$ cat config.mk
export PLATFORM = sky130hd
export DESIGN_NAME = xml_entity_decoder_core
export DESIGN_NICKNAME = d
export VERILOG_FILES = /design/src/hdl/xed_pkg.sv /design/src/hdl/xed_front.sv /design/src/hdl/xed_queue.sv /design/src/hdl/xed_back.sv /design/src/hdl/xml_entity_decoder_core.sv
export SDC_FILE = /design/constraint.sdc
export NUM_CORES = 1
export LEC_CHECK = 0
export ABC_AREA = 1
export BUFFER_PORTS_ARGS = -buffer_cell sky130_fd_sc_hd__buf_2
export CAP_MARGIN = 25
export CORE_ASPECT_RATIO = 1.2
export CORE_MARGIN = 8
export CORE_UTILIZATION = 43
export DETAILED_ROUTE_END_ITERATION = 7
export MAX_ROUTING_LAYER = met4
export PLACE_DENSITY = 0.65
export SYNTH_ARGS = -nofsm -noshare
export SYNTH_HDL_FRONTEND = slang
export SYNTH_HIERARCHICAL = 1
export SYNTH_SLANG_ARGS = --single-unit
$ cat constraint.sdc
create_clock -name clk -period 5.5 [get_ports clk]
set_input_delay 0.55 -clock clk [delete_from_list [all_inputs] [get_ports clk]]
set_output_delay 0.55 -clock clk [all_outputs]
set_load 0.02 [all_outputs]
$ cat src/hdl/xed_pkg.sv
// Shared types, character codes and name tables for the XML entity decoder.
// No dependencies; every module of the block imports this package.
package xed_pkg;

	// Class of a text byte as seen by the decoder.
	typedef enum logic [1:0] {
		CLS_PLAIN = 2'd0,
		CLS_AMP   = 2'd1,
		CLS_SEMI  = 2'd2
	} xed_cls_t;

	typedef struct packed {
		logic [7:0] text_byte;
		logic       text_end;
	} xed_in_t;

	typedef struct packed {
		logic [7:0] plain_byte;
		logic [1:0] fault;
		logic       final_out;
	} xed_out_t;

	// One classified byte as it travels from the front end to the back end.
	typedef struct packed {
		logic [7:0] text_byte;
		logic       text_end;
		xed_cls_t   cls;
	} xed_tok_t;

	localparam logic [1:0] FAULT_OK        = 2'd0;
	localparam logic [1:0] FAULT_NO_DIGITS = 2'd1;
	localparam logic [1:0] FAULT_RANGE     = 2'd2;

	localparam logic [7:0] CH_AMP  = 8'h26;
	localparam logic [7:0] CH_SEMI = 8'h3B;
	localparam logic [7:0] CH_HASH = 8'h23;
	localparam logic [7:0] CH_LX   = 8'h78;
	localparam logic [7:0] CH_UX   = 8'h58;
	localparam logic [7:0] CH_NUL  = 8'h00;

	localparam logic [20:0] CP_LIMIT = 21'h10FFFF;
	localparam logic [20:0] CP_SAT   = 21'h110000;

	// Named entities: amp, lt, gt, quot, apos.
	localparam int NAME_N = 5;
	localparam logic [7:0] NAME_CHR [NAME_N][4] = '{
		'{8'h61, 8'h6D, 8'h70, 8'h00},
		'{8'h6C, 8'h74, 8'h00, 8'h00},
		'{8'h67, 8'h74, 8'h00, 8'h00},
		'{8'h71, 8'h75, 8'h6F, 8'h74},
		'{8'h61, 8'h70, 8'h6F, 8'h73}
	};
	localparam logic [2:0] NAME_LEN [NAME_N] = '{3'd3, 3'd2, 3'd2, 3'd4, 3'd4};
	localparam logic [7:0] NAME_OUT [NAME_N] = '{8'h26, 8'h3C, 8'h3E, 8'h22, 8'h27};

	function automatic xed_cls_t byte_class(input logic [7:0] b);
		xed_cls_t c;
		case (b)
			CH_AMP:  c = CLS_AMP;
			CH_SEMI: c = CLS_SEMI;
			default: c = CLS_PLAIN;
		endcase
		return c;
	endfunction

endpackage

$ cat src/hdl/xed_front.sv
// Front end of the XML entity decoder: input register and byte classifier.
// Depends on xed_pkg; feeds xed_queue.
module xed_front (
	input  logic               clk,
	input  logic               arst_n,
	input  logic               in_valid,
	output logic               in_ready,
	input  xed_pkg::xed_in_t   in_item,
	output logic               push_valid,
	output xed_pkg::xed_tok_t  push_tok,
	input  logic               push_ready
);
	import xed_pkg::*;

	logic     valid_s1;
	xed_tok_t tok_s1;

	// The stage takes a new byte whenever it is empty or its byte moves on.
	assign in_ready   = !valid_s1 || push_ready;
	assign push_valid = valid_s1;
	assign push_tok   = tok_s1;

	always_ff @(posedge clk or negedge arst_n) begin
		if (!arst_n) begin
			valid_s1 <= 1'b0;
		end else if (in_valid && in_ready) begin
			valid_s1 <= 1'b1;
		end else if (push_ready) begin
			valid_s1 <= 1'b0;
		end
	end

	always_ff @(posedge clk) begin
		if (in_valid && in_ready) begin
			tok_s1.text_byte <= in_item.text_byte;
			tok_s1.text_end  <= in_item.text_end;
			tok_s1.cls       <= byte_class(in_item.text_byte);
		end
	end

endmodule

$ cat src/hdl/xed_queue.sv
// Small FIFO of classified bytes between front and back end.
// Depends on xed_pkg for the token type.
module xed_queue #(
	parameter int unsigned DEPTH = 4
) (
	input  logic               clk,
	input  logic               arst_n,
	input  logic               push_valid,
	input  xed_pkg::xed_tok_t  push_tok,
	output logic               push_ready,
	output logic               pop_valid,
	output xed_pkg::xed_tok_t  pop_tok,
	input  logic               pop
);
	import xed_pkg::*;

	localparam int unsigned AW = $clog2(DEPTH);
	localparam int unsigned CW = $clog2(DEPTH + 1);

	xed_tok_t        mem_q [DEPTH];
	logic [AW-1:0]   wr_ptr_q;
	logic [AW-1:0]   rd_ptr_q;
	logic [CW-1:0]   count_q;
	logic            do_push;
	logic            do_pop;

	assign push_ready = (count_q != CW'(DEPTH));
	assign pop_valid  = (count_q != '0);
	assign pop_tok    = mem_q[rd_ptr_q];
	assign do_push    = push_valid && push_ready;
	assign do_pop     = pop && pop_valid;

	always_ff @(posedge clk) begin
		if (do_push) begin
			mem_q[wr_ptr_q] <= push_tok;
		end
	end

	always_ff @(posedge clk or negedge arst_n) begin
		if (!arst_n) begin
			wr_ptr_q <= '0;
			rd_ptr_q <= '0;
			count_q  <= '0;
		end else begin
			if (do_push) begin
				wr_ptr_q <= (wr_ptr_q == AW'(DEPTH - 1)) ? '0 : wr_ptr_q + 1'b1;
			end
			if (do_pop) begin
				rd_ptr_q <= (rd_ptr_q == AW'(DEPTH - 1)) ? '0 : rd_ptr_q + 1'b1;
			end
			if (do_push && !do_pop) begin
				count_q <= count_q + 1'b1;
			end else if (do_pop && !do_push) begin
				count_q <= count_q - 1'b1;
			end
		end
	end

endmodule

$ cat src/hdl/xed_back.sv
// Back end of the XML entity decoder: reference buffer, incremental name and
// number matching, rescan on overflow, and the byte emission sequencer.
// Depends on xed_pkg; takes tokens from xed_queue.
module xed_back #(
	parameter int unsigned WINDOW = 10
) (
	input  logic               clk,
	input  logic               arst_n,
	input  logic               q_valid,
	input  xed_pkg::xed_tok_t  q_tok,
	output logic               q_pop,
	output logic               out_valid,
	input  logic               out_ready,
	output xed_pkg::xed_out_t  out_item
);
	import xed_pkg::*;

	localparam int unsigned DEPTH = WINDOW - 1;
	localparam int unsigned AW    = $clog2(DEPTH);
	localparam int unsigned CW    = $clog2(WINDOW);

	typedef enum logic [4:0] {
		ST_RUN   = 5'b00001,
		ST_LAMP  = 5'b00010,
		ST_LBODY = 5'b00100,
		ST_LSEMI = 5'b01000,
		ST_UTF   = 5'b10000
	} state_t;

	function automatic logic [4:0] digit_of(input logic [7:0] c, input logic hex);
		logic [4:0] r;
		r = '0;
		if (c inside {[8'h30:8'h39]}) begin
			r = {1'b1, c[3:0]};
		end else if (hex && (c inside {[8'h61:8'h66]})) begin
			r = {1'b1, 4'(c - 8'h57)};
		end else if (hex && (c inside {[8'h41:8'h46]})) begin
			r = {1'b1, 4'(c - 8'h37)};
		end
		return r;
	endfunction

	function automatic logic [2:0] utf_len(input logic [20:0] cp);
		logic [2:0] n;
		if (cp < 21'h80) begin
			n = 3'd1;
		end else if (cp < 21'h800) begin
			n = 3'd2;
		end else if (cp < 21'h10000) begin
			n = 3'd3;
		end else begin
			n = 3'd4;
		end
		return n;
	endfunction

	function automatic logic [7:0] utf_byte(input logic [20:0] cp, input logic [2:0] n,
			input logic [1:0] i);
		logic [1:0] k;
		logic [7:0] r;
		k = 2'(n - 3'd1 - {1'b0, i});
		if (i == 2'd0) begin
			case (n)
				3'd1:    r = {1'b0, cp[6:0]};
				3'd2:    r = {3'b110, cp[10:6]};
				3'd3:    r = {4'b1110, cp[15:12]};
				default: r = {5'b11110, cp[20:18]};
			endcase
		end else begin
			case (k)
				2'd0:    r = {2'b10, cp[5:0]};
				2'd1:    r = {2'b10, cp[11:6]};
				default: r = {2'b10, cp[17:12]};
			endcase
		end
		return r;
	endfunction

	state_t              state_q, state_d;
	logic                in_ent_q, in_ent_d;
	logic [CW-1:0]       cnt_q, cnt_d;
	logic [7:0]          pend_q [DEPTH];
	logic [NAME_N-1:0]   m_q, m_d;
	logic                hash_q, hash_d;
	logic                hex_q, hex_d;
	logic                stop_q, stop_d;
	logic                ndig_q, ndig_d;
	logic [20:0]         val_q, val_d;
	logic                rs_act_q, rs_act_d;
	logic [CW-1:0]       rs_idx_q, rs_idx_d;
	logic [CW-1:0]       rs_n_q, rs_n_d;
	logic [7:0]          held_q, held_d;
	logic                held_end_q, held_end_d;
	logic                semi_q, semi_d;
	logic                fin_q, fin_d;
	logic [AW-1:0]       lit_idx_q, lit_idx_d;
	logic [2:0]          utf_n_q, utf_n_d;
	logic [1:0]          utf_i_q, utf_i_d;
	logic                out_valid_q;
	xed_out_t            out_item_q;

	logic                can_emit;
	logic                emit;
	xed_out_t            emit_item;
	logic                done;
	logic                wr_en;
	logic [AW-1:0]       rd_addr;
	logic [7:0]          rd_byte;
	logic                rs_last;
	logic                src_avail;
	logic [7:0]          src_byte;
	xed_cls_t            src_cls;
	logic                src_end;
	logic                take;
	logic                name_hit;
	logic [7:0]          name_out;
	logic [NAME_N-1:0]   m_upd;
	logic [4:0]          dg;
	logic [24:0]         prod;
	logic [24:0]         acc;
	logic [20:0]         val_nx;
	logic                is_x;
	logic                lit_last;
	logic                utf_last;

	assign can_emit  = !out_valid_q || out_ready;
	assign out_valid = out_valid_q;
	assign out_item  = out_item_q;

	assign rs_last   = (rs_idx_q == rs_n_q);
	assign rd_addr   = (state_q == ST_LBODY) ? lit_idx_q : rs_idx_q[AW-1:0];
	assign rd_byte   = pend_q[rd_addr];

	assign src_avail = rs_act_q || q_valid;
	assign src_byte  = rs_act_q ? (rs_last ? held_q : rd_byte) : q_tok.text_byte;
	assign src_cls   = rs_act_q ? byte_class(src_byte) : q_tok.cls;
	assign src_end   = rs_act_q ? (held_end_q && rs_last) : q_tok.text_end;
	assign take      = (state_q == ST_RUN) && src_avail && can_emit;
	assign q_pop     = take && !rs_act_q;

	assign lit_last  = ((CW'(lit_idx_q) + CW'(1)) == cnt_q);
	assign utf_last  = (({1'b0, utf_i_q} + 3'd1) == utf_n_q);

	// Name matching and numeric parsing advance with each buffered byte.
	always_comb begin
		name_hit = 1'b0;
		name_out = CH_NUL;
		for (int k = 0; k < NAME_N; k++) begin
			m_upd[k] = m_q[k] && (int'(cnt_q) < int'(NAME_LEN[k])) &&
				(src_byte == NAME_CHR[k][cnt_q[1:0]]);
			if (m_q[k] && (int'(cnt_q) == int'(NAME_LEN[k]))) begin
				name_hit = 1'b1;
				name_out = NAME_OUT[k];
			end
		end
		dg     = digit_of(src_byte, hex_q);
		prod   = hex_q ? {val_q, 4'b0000} : ({1'b0, val_q, 3'b000} + {3'b000, val_q, 1'b0});
		acc    = prod + 25'(dg[3:0]);
		val_nx = (acc > 25'(CP_LIMIT)) ? CP_SAT : acc[20:0];
		is_x   = (src_byte == CH_LX) || (src_byte == CH_UX);
	end

	always_comb begin
		state_d    = state_q;
		in_ent_d   = in_ent_q;
		cnt_d      = cnt_q;
		m_d        = m_q;
		hash_d     = hash_q;
		hex_d      = hex_q;
		stop_d     = stop_q;
		ndig_d     = ndig_q;
		val_d      = val_q;
		rs_act_d   = rs_act_q;
		rs_idx_d   = rs_idx_q;
		rs_n_d     = rs_n_q;
		held_d     = held_q;
		held_end_d = held_end_q;
		semi_d     = semi_q;
		fin_d      = fin_q;
		lit_idx_d  = lit_idx_q;
		utf_n_d    = utf_n_q;
		utf_i_d    = utf_i_q;
		emit       = 1'b0;
		emit_item  = '{plain_byte: CH_NUL, fault: FAULT_OK, final_out: 1'b0};
		done       = 1'b0;
		wr_en      = 1'b0;

		case (state_q)
			ST_RUN: begin
				if (take) begin
					if (rs_act_q) begin
						if (rs_last) begin
							rs_act_d = 1'b0;
						end else begin
							rs_idx_d = rs_idx_q + 1'b1;
						end
					end
					if (!in_ent_q) begin
						if (src_cls == CLS_AMP) begin
							in_ent_d = 1'b1;
							cnt_d    = '0;
							m_d      = '1;
							hash_d   = 1'b0;
							hex_d    = 1'b0;
							stop_d   = 1'b0;
							ndig_d   = 1'b0;
							val_d    = '0;
							if (src_end) begin
								state_d = ST_LAMP;
								semi_d  = 1'b0;
								fin_d   = 1'b1;
							end
						end else begin
							emit      = 1'b1;
							emit_item = '{plain_byte: src_byte, fault: FAULT_OK,
								final_out: src_end};
						end
					end else if (src_cls == CLS_SEMI) begin
						in_ent_d = 1'b0;
						if (name_hit) begin
							emit      = 1'b1;
							emit_item = '{plain_byte: name_out, fault: FAULT_OK,
								final_out: src_end};
							cnt_d     = '0;
						end else if (hash_q && (cnt_q != '0)) begin
							cnt_d = '0;
							if (!ndig_q) begin
								emit      = 1'b1;
								emit_item = '{plain_byte: CH_NUL, fault: FAULT_NO_DIGITS,
									final_out: src_end};
							end else if (val_q > CP_LIMIT) begin
								emit      = 1'b1;
								emit_item = '{plain_byte: CH_NUL, fault: FAULT_RANGE,
									final_out: src_end};
							end else begin
								state_d = ST_UTF;
								utf_n_d = utf_len(val_q);
								utf_i_d = '0;
								fin_d   = src_end;
							end
						end else begin
							state_d = ST_LAMP;
							semi_d  = 1'b1;
							fin_d   = src_end;
						end
					end else if (cnt_q != CW'(DEPTH)) begin
						wr_en = 1'b1;
						cnt_d = cnt_q + 1'b1;
						m_d   = m_upd;
						if (cnt_q == '0) begin
							hash_d = (src_byte == CH_HASH);
						end else if (hash_q && !stop_q) begin
							if ((cnt_q == CW'(1)) && is_x) begin
								hex_d = 1'b1;
							end else if (dg[4]) begin
								val_d  = val_nx;
								ndig_d = 1'b1;
							end else begin
								stop_d = 1'b1;
							end
						end
						if (src_end) begin
							state_d = ST_LAMP;
							semi_d  = 1'b0;
							fin_d   = 1'b1;
						end
					end else begin
						emit       = 1'b1;
						emit_item  = '{plain_byte: CH_AMP, fault: FAULT_OK, final_out: 1'b0};
						rs_act_d   = 1'b1;
						rs_idx_d   = '0;
						rs_n_d     = cnt_q;
						held_d     = src_byte;
						held_end_d = src_end;
						in_ent_d   = 1'b0;
						cnt_d      = '0;
					end
				end
			end
			ST_LAMP: begin
				if (can_emit) begin
					emit      = 1'b1;
					emit_item = '{plain_byte: CH_AMP, fault: FAULT_OK,
						final_out: fin_q && !semi_q && (cnt_q == '0)};
					if (cnt_q != '0) begin
						state_d   = ST_LBODY;
						lit_idx_d = '0;
					end else if (semi_q) begin
						state_d = ST_LSEMI;
					end else begin
						done = 1'b1;
					end
				end
			end
			ST_LBODY: begin
				if (can_emit) begin
					emit      = 1'b1;
					emit_item = '{plain_byte: rd_byte, fault: FAULT_OK,
						final_out: fin_q && !semi_q && lit_last};
					if (!lit_last) begin
						lit_idx_d = lit_idx_q + 1'b1;
					end else if (semi_q) begin
						state_d = ST_LSEMI;
					end else begin
						done = 1'b1;
					end
				end
			end
			ST_LSEMI: begin
				if (can_emit) begin
					emit      = 1'b1;
					emit_item = '{plain_byte: CH_SEMI, fault: FAULT_OK, final_out: fin_q};
					done      = 1'b1;
				end
			end
			ST_UTF: begin
				if (can_emit) begin
					emit      = 1'b1;
					emit_item = '{plain_byte: utf_byte(val_q, utf_n_q, utf_i_q),
						fault: FAULT_OK, final_out: fin_q && utf_last};
					if (utf_last) begin
						done = 1'b1;
					end else begin
						utf_i_d = utf_i_q + 1'b1;
					end
				end
			end
			default: begin
				state_d = ST_RUN;
			end
		endcase

		if (done) begin
			state_d  = ST_RUN;
			in_ent_d = 1'b0;
			cnt_d    = '0;
		end
	end

	always_ff @(posedge clk or negedge arst_n) begin
		if (!arst_n) begin
			state_q     <= ST_RUN;
			in_ent_q    <= 1'b0;
			cnt_q       <= '0;
			m_q         <= '0;
			hash_q      <= 1'b0;
			hex_q       <= 1'b0;
			stop_q      <= 1'b0;
			ndig_q      <= 1'b0;
			rs_act_q    <= 1'b0;
			rs_idx_q    <= '0;
			rs_n_q      <= '0;
			held_end_q  <= 1'b0;
			semi_q      <= 1'b0;
			fin_q       <= 1'b0;
			lit_idx_q   <= '0;
			utf_n_q     <= 3'd1;
			utf_i_q     <= '0;
			out_valid_q <= 1'b0;
		end else begin
			state_q    <= state_d;
			in_ent_q   <= in_ent_d;
			cnt_q      <= cnt_d;
			m_q        <= m_d;
			hash_q     <= hash_d;
			hex_q      <= hex_d;
			stop_q     <= stop_d;
			ndig_q     <= ndig_d;
			rs_act_q   <= rs_act_d;
			rs_idx_q   <= rs_idx_d;
			rs_n_q     <= rs_n_d;
			held_end_q <= held_end_d;
			semi_q     <= semi_d;
			fin_q      <= fin_d;
			lit_idx_q  <= lit_idx_d;
			utf_n_q    <= utf_n_d;
			utf_i_q    <= utf_i_d;
			if (emit) begin
				out_valid_q <= 1'b1;
			end else if (out_ready) begin
				out_valid_q <= 1'b0;
			end
		end
	end

	always_ff @(posedge clk) begin
		val_q  <= val_d;
		held_q <= held_d;
		if (wr_en) begin
			pend_q[cnt_q[AW-1:0]] <= src_byte;
		end
		if (emit) begin
			out_item_q <= emit_item;
		end
	end

endmodule

$ cat src/hdl/xml_entity_decoder_core.sv
// Top level of the XML character entity decoder with UTF-8 output.
// Depends on xed_pkg, xed_front, xed_queue and xed_back.
//
// The decoder takes escaped text one byte per transfer and returns decoded
// bytes one per transfer. Bytes other than '&' pass straight through. After
// an '&' up to WINDOW-1 bytes are held until ';' arrives. The names amp, lt,
// gt, quot and apos each become one character; "#digits" and "#xdigits"
// become the code point in one to four UTF-8 bytes, or one error result with
// plain_byte zero when there are no digits or the value is above 0x10FFFF.
// Any other name comes back literally with its '&' and ';'. When the window
// fills before ';', the '&' is returned and the held bytes plus the new one
// are scanned again as fresh text. When text_end arrives with a reference
// still open, the '&' and the held bytes come back literally, and final_out
// marks the last result of that input transfer. In the common case, while
// out_ready stays high, one byte is accepted and one result is produced
// every clock cycle. The back end has a single output register, so a
// transfer that completes a reference through the output sequencer takes
// the ';' and then emits its results one at a time, while a named entity
// or an error result is emitted as the ';' is taken. A text that ends
// inside a reference likewise takes its last byte and then emits its
// results one at a time. A window overflow emits the '&' and then rescans
// the held bytes and the new one as fresh text. A front register and a
// queue of QUEUE_DEPTH entries keep taking input while the back end works
// through such a burst. The path from an input transfer to its first
// result runs through the front register, the queue and the back end's
// output register.
module xml_entity_decoder_core #(
	parameter int unsigned WINDOW      = 10,
	parameter int unsigned QUEUE_DEPTH = 4
) (
	input  logic               clk,
	input  logic               arst_n,
	input  logic               in_valid,
	output logic               in_ready,
	input  xed_pkg::xed_in_t   in_item,
	output logic               out_valid,
	input  logic               out_ready,
	output xed_pkg::xed_out_t  out_item
);
	import xed_pkg::*;

	// Classified bytes from the front register into the queue.
	logic     push_valid;
	logic     push_ready;
	xed_tok_t push_tok;

	// Queue head as seen by the back end.
	logic     pop_valid;
	logic     pop;
	xed_tok_t pop_tok;

	xed_front u_front (
		.clk        (clk),
		.arst_n     (arst_n),
		.in_valid   (in_valid),
		.in_ready   (in_ready),
		.in_item    (in_item),
		.push_valid (push_valid),
		.push_tok   (push_tok),
		.push_ready (push_ready)
	);

	xed_queue #(
		.DEPTH (QUEUE_DEPTH)
	) u_queue (
		.clk        (clk),
		.arst_n     (arst_n),
		.push_valid (push_valid),
		.push_tok   (push_tok),
		.push_ready (push_ready),
		.pop_valid  (pop_valid),
		.pop_tok    (pop_tok),
		.pop        (pop)
	);

	// The back end owns the reference buffer and the output register.
	xed_back #(
		.WINDOW (WINDOW)
	) u_back (
		.clk       (clk),
		.arst_n    (arst_n),
		.q_valid   (pop_valid),
		.q_tok     (pop_tok),
		.q_pop     (pop),
		.out_valid (out_valid),
		.out_ready (out_ready),
		.out_item  (out_item)
	);

endmodule

# After elaboration in Yosys (flattened, before gate mapping)
# Memory sizes are Yosys's and may differ from the RTL's.
# Cells that the tools add are included.
# classes
add_sub_neg	15
n_lt_le_gt_ge	15
eq_ne	72
mux	202
bitwise_logic	5
n_reduce_logical	78
# ops
operator	count
two-way mux 21 bit	9
two-way mux 5 bit	23
two-way mux 8 bit	13
two-way mux 11 bit	9
two-way mux 1 bit	87
binary-select mux 8 bit (select 2 bit)	5
two-way mux 4 bit	19
case mux 11 bit (5 select lines)	1
== test 8 x 6 -> 1 bit, second input constant	5
== test 8 bit	5
logical AND 1 bit	36
two-way mux 6 bit	5
!= test 2 bit, second input constant	15
two-way mux 9 bit	3
adder 24 x 22 -> 25 bit	1
adder 25 x 4 -> 25 bit	1
greater-than comparator 25 x 21 -> 1 bit, second input constant	1
two-way mux 25 bit	1
two-way mux 2 bit	12
case mux 8 bit (3 select lines)	1
greater-than comparator 21 bit, second input constant	1
< comparator 21 x 12 -> 1 bit, second input constant	1
< comparator 21 x 17 -> 1 bit, second input constant	1
< comparator 21 x 8 -> 1 bit, second input constant	1
other kinds (63)	131
# totals
register_bits	100
mem_bits_rw	116
in_bits	13
out_inout_bits	13
elab_cells	419
n_memories	2
# mem_list
name	depth	word_bits	read_ports	rd_ports_with_merged_regs	wr	line_no	source
u_back.pend_q	9	8	1	0	1	xed_back.sv:82	logic [7:0] pend_q [DEPTH];
u_queue.mem_q	4	11	1	0	1	xed_queue.sv:20	xed_tok_t mem_q [DEPTH];

# Depth between registers and ports, before layout
# An unclocked memory read counts as a cell.
# depth
depth_word	21
depth_mapped	43
ltp_nobuf	41

# By module
# Netlist, hierarchy kept.
# modules_own_cells
module	instances	cells_each	area_each_um2	seq_area_each_um2
xed_back	1	1411	10877.9	4391.7
xed_queue	1	187	2220.9	1496.4
xed_front	1	36	449.2	355.3

# Worst setup path before layout
# Ideal clock, no wire load.
# synth_timing
path_kind	register -> register
start	reg u_back.state_q[3]
end	reg u_back.val_q[12], data pin
setup_time_ns	0.259
arrival_time_ns	5.489
required_time_ns	5.241
path_slack_ns	-0.248
path_stages_with_launch	41
n_path_buf	3
period_less_slack_ns	5.748
cell_sequence	dfrtp_1 > nor2_2 > nand3_4 > nand2_2 > nand2_4 > buf_6 > buf_2 > a21oi_1 > o21ai_0 > o211ai_1 > nand3_1 > nand3_1 > nand2_1 > nand2_1 > inv_1 > ha_1 > inv_1 > nor2_1 > (+5 left out) > ha_1 > inv_1 > fa_1 > nor2_1 > o21ai_0 > a21oi_1 > nand2_2 > nor3_4 > nand2_1 > nor2_2 > nand3_1 > nor2_2 > nand3b_1 > nand2_1 > nand3_2 > o21ai_4 > buf_6 > nor3_2
# synth_between
elab_chain_len	21
word_cells_on_any_way	31
classes_between	add/sub (3); order compare (7); eq/ne (1); mux (14); reduce/logical (5); memory (1)
# synth_rtl
item	line_no	source
start: declaration	xed_back.sv:79	state_t state_q, state_d;
start signal: assignment	xed_back.sv:361	state_q <= state_d;
== test 5 x 3 -> 1 bit (*)	xed_back.sv:131	assign rd_addr = (state_q == ST_LBODY) ? lit_idx_q : rs_idx_q[AW-1:0];
two-way mux 4 bit (*)	xed_back.sv:131	
memory read (9 x 8 bit) (*)	n/a	
two-way mux 8 bit (*) (2 in series)	xed_back.sv:135	assign src_byte = rs_act_q ? (rs_last ? held_q : rd_byte) : q_tok.text_byte;
named net u_back.src_byte[0]	xed_back.sv:111	logic [7:0] src_byte;
greater-or-equal comparator 8 x 7 -> 1 bit or <= comparator 8 x 7 -> 1 bit (tied branches)	xed_back.sv:37	end else if (hex && (c inside {[8'h41:8'h46]})) begin
logical AND 1 bit (2 in series)	xed_back.sv:37	
two-way mux 5 bit	xed_back.sv:37	
(+4 left out)	n/a	
two-way mux 21 bit (*)	xed_back.sv:159	val_nx = (acc > 25'(CP_LIMIT)) ? CP_SAT : acc[20:0];
two-way mux 21 bit (*)	xed_back.sv:255	end else if (dg[4]) begin
two-way mux 21 bit (*)	xed_back.sv:253	if ((cnt_q == CW'(1)) && is_x) begin
two-way mux 21 bit (*)	xed_back.sv:252	end else if (hash_q && !stop_q) begin
two-way mux 21 bit (*)	xed_back.sv:250	if (cnt_q == '0) begin
two-way mux 21 bit (*)	xed_back.sv:246	end else if (cnt_q != CW'(DEPTH)) begin
two-way mux 21 bit (*)	xed_back.sv:218	end else if (src_cls == CLS_SEMI) begin
two-way mux 21 bit (*)	xed_back.sv:198	if (!in_ent_q) begin
end signal: assignment	xed_back.sv:387	val_q <= val_d;
end: declaration	xed_back.sv:88	logic [20:0] val_q, val_d;
# The timed path passes the listed nets; every way through them passes the cells marked *. The select of a mux whose other input is x is not followed.
# A chain may end at the register's enable or synchronous reset.

# Final worst setup path
# layout_timing
start	reg u_back.state_q[1]
end	reg u_back.val_q[11], data pin
# Same word-level chain as after synthesis.

==> flow_summary.yaml <==
floorplanning:
  row_count: 71
  dieArea_mm2: 0.0375
  die_y_um: 210
  ios: 26
  start_util_pct: 43.4
  die_w_um: 178
  core-area_mm2: 0.0312
detailed_routing:
  ant_nets: 0
  wl_mm: 42.0
  dr.pass1.iters: 5
  route.detailed.drc: 0
  drtIter0Drc: 1087
  via_count: 12200
  wl_per_cell_um: 19.2
  viasPerCell: 5.57
logic_synthesis:
  synth_top_area_share_pct: 37.0
  syn_inst: 1634
  synth_nets: 1687
  ys_types: 63
  netlist_area_mm2: 0.0135
  yosys.area.top_type: "edfxtp_1"
  ys_seq_area_share_pct: 46.1
  ys_seq_elements: 216
  yosysWarnings: 6
  synth.avg_cell_area_um2: 8.29
  ys_top_cells_by_area: "edfxtp_1 (37%), nand2_1 (11%), dfrtp_1 (8.7%), inv_1 (6.3%), nand3_1 (5.7%)"
placed_design:
  gp_congestion: 1.01
  dpl-instance-area_mm2: 0.0145
  portBuffers: 25
  dp_cells: 2097
  pre_cts_ws_ns: -0.100
  hpwl_mm: 31.0
critical_path:
  cp-end-kind: "flop"
  cpMostUsedCell: "nand2_2"
  worstSetupStartpointType: "flop"
  cp_max_fo: 9
  worst-endpoint-required_ns: 5.79
  r2r_end: "u_back/val_q[11]"
  max_stage_delay_ns: 0.41
  cp_num_buf_inv: 5
  worstSetupPathType: "flop to flop"
  arrival_ns: 5.69
  rr_worst_depth: 37
  worstReg2RegStart: "u_back/state_q[1]"
  critPathSlowestCell: "dfrtp_1"
  path_delay_family: "simple AND/OR/NAND/NOR gates"
  rrSetupSlack_ns: 0.1
  crit_cells: 37
cells_and_area:
  areaGrowthSynthToFinish_pct: 19.5
  final_cells: 2194
  utilization_pct: 51.9
  antenna_cells: 0
  drive_gt1_share_pct: 19.4
  fin_nets: 1829
  stdcell_area_mm2: 0.0162
clocking:
  clock-sinks: 216
  cts_tree: "built"
  path_clk_slew_ns: 0.06
  root_buffer: "clkbuf_16"
  cts_buffers: 23
  clk_latency_ns: 0.54
  htreeDepth: 1
  clock_path_buffers: 3
grt:
  grt_overflow: 0
  grt_usage_pct: 22.6
  grt_first_pass_wirelength_mm: 64.9
  antenna_found_initial: 0
  grt_max_degree: 50
  grt_pass1_vias: 12100
power:
  vdd_drop_max_mv: 0.327
  p_leak_nw: 7.05
  p_per_area_mw_per_mm2: 594
sta:
  finalCriticalPeriod_ns: 5.40
  tns_ns: 0
  period_share_pct: 98.2
  worst_slew_pin_slew_ns: 1.00
  clock_skew_ns: 0.0116
  finalWorstSetupSlack_ns: 0.0991
  hold_viol: 0
  max_freq_ghz: 0.185
  finalMaxSlewViolations: 0
  setup_viol: 0
  slew_headroom_pct: 33.1
  rsz0062_at_grt: "yes"
run:
  cap_violations: 0
worst_hold_path:
  hold_path_class: "input port to async pin"
run_status:
  outcome: "finished clean"
[registers in the layout, summed over array words and instances, names as in the netlist, 3 cells and up]
| register | flops |
|---|---|
| u_front/push_tok | 11 |
| u_back/held_q | 8 |
| u_queue/mem_q | 44 |
| u_back/rs_n_q | 4 |
| u_back/m_q | 5 |
| u_back/state_q | 5 |
| u_back/utf_n_q | 3 |
| u_back/lit_idx_q | 4 |
| u_back/cnt_q | 4 |
| u_back/val_q | 21 |
| u_queue/count_q | 3 |
| u_back/out_item | 11 |
| u_back/rs_idx_q | 4 |
| u_back/pend_q | 72 |
[how the worst max path moves through the flow]
| stage | slack (ns) | start | to |
|---|---|---|---|
| 2_1_floorplan | 0.005 | u_back/state_q[3] | u_back/val_q[12] |
| 3_3_place_gp | 0.05 | u_back/state_q[0] | u_back/val_q[6] |
| 3_5_place_dp | -0.10 | u_back/state_q[3] | u_back/val_q[3] |
| 4_1_cts | -0.004 | u_back/state_q[1] | u_back/out_item[3] |
| 5_1_grt | -0.23 | u_back/state_q[1] | u_back/val_q[11] |
| 6_report | 0.1 | u_back/state_q[1] | u_back/val_q[11] |
[worst register-to-register path, delay by kind of cell, from the launching register on]
| kind | cells | cell delay [ns] |
|---|---|---|
| AOI/OAI and AO/OA | 8 | 1.16 |
| buffers and inverters | 5 | 0.54 |
| adders and majority gates | 3 | 0.69 |
| DFF | 1 | 0.41 |
| and+or+nand+nor | 21 | 2.35 |
[stage by stage]
stage | power (mW) | hold WS, ns
2_1_floorplan | 5.56 | 0.254
3_3_place_gp | 7.15 | 0.455
3_5_place_dp | 7.21 | 0.463
4_1_cts | 9.11 | 0.148
5_1_grt | 10.2 | 0.161
6_report | 9.62 | 0.128
[synth_stat cells (all sizes together)]
library cell	count
nand4	28
a32oi	1
xor2	30
a31o	1
o221ai	5
nor3b	3
dfrtp	47
nor4	8
ha	37
o41ai	1
nand2	408
a21boi	3
a211oi	4
o2111ai	2
o21bai	1
dfstp	2
nand3b	9
edfxtp	167
xnor2	5
a21oi	65
nor3	44
and2	6
o22ai	11
o21ai	88
a311oi	2
fa	3
a2111oi	2
or2	12
o211ai	35
a221oi	3
a31oi	9
nor2	147
clkinv	2
inv	239
nand3	164
a22oi	1
buf	29
a21o	3
clkbuf	7
[area by class of cell]
class | instances | area [µm²]
well taps | 401 | 502
fillers | 2840 | 15000
inverters | 241 | 912
clock buffers | 26 | 587
flip-flops and latches | 216 | 6240
repair buffers | 150 | 1190
multi-input cells | 1144 | 6580
clock inverters | 16 | 183
[report_power, final]
| part | total (mW) | switching [mW] | internal [mW] |
|---|---|---|---|
| registers | 2.56 | 0.250 | 2.31 |
| logic | 5.47 | 3.58 | 1.90 |
| clock network | 1.59 | 0.670 | 0.919 |
[routing by layer]
metal	vias to the layer above	wire length, µm	share of wire [%]	GRT usage, %
met5	-	0	0	-
met4	0	2420	5.7	12.1
met2	470	21600	51	40.1
met1	5779	15700	37	24.3
met3	168	2360	5.6	2.60
li1	5813	-	-	-
[cell usage in the layout, fill, tap and decap left out, drive strengths merged, types with 6 or more instances in the layout]
cell and n:
ha 37, nor3 44, or2 12, xor2 30
clkinv 9, and2 6, edfxtp 167, a31oi 9
dfrtp 47, a21oi 65, o211ai 35, nand3b 9
nor4 8, buf 148, o21ai 88, inv 240
nand2 408, nand4 28, nor2 147, nand3 167
clkbuf 28, o22ai 11
[cells by family (layout without fill, tap and decap cells)]
family / after synthesis / count (layout) / synth area share (%)
and+or+nand+nor: 829 / 832 / 28.4
DFF: 216 / 216 / 46.1
adders and majority gates: 40 / 40 / 3.86
buffers and inverters: 277 / 433 / 8.47
xor gates and xnor gates: 35 / 35 / 2.26
AOI/OAI and AO/OA: 237 / 237 / 11.0
[timing repair]
item	in CTS	in global routing
buffers inserted	32	20
hold buffers	0	0
setup endpoints to repair	21	22
cloned	2	3
pin swaps	11	51
gates resized for setup	18	80
(Power assumes the default switching activity.)
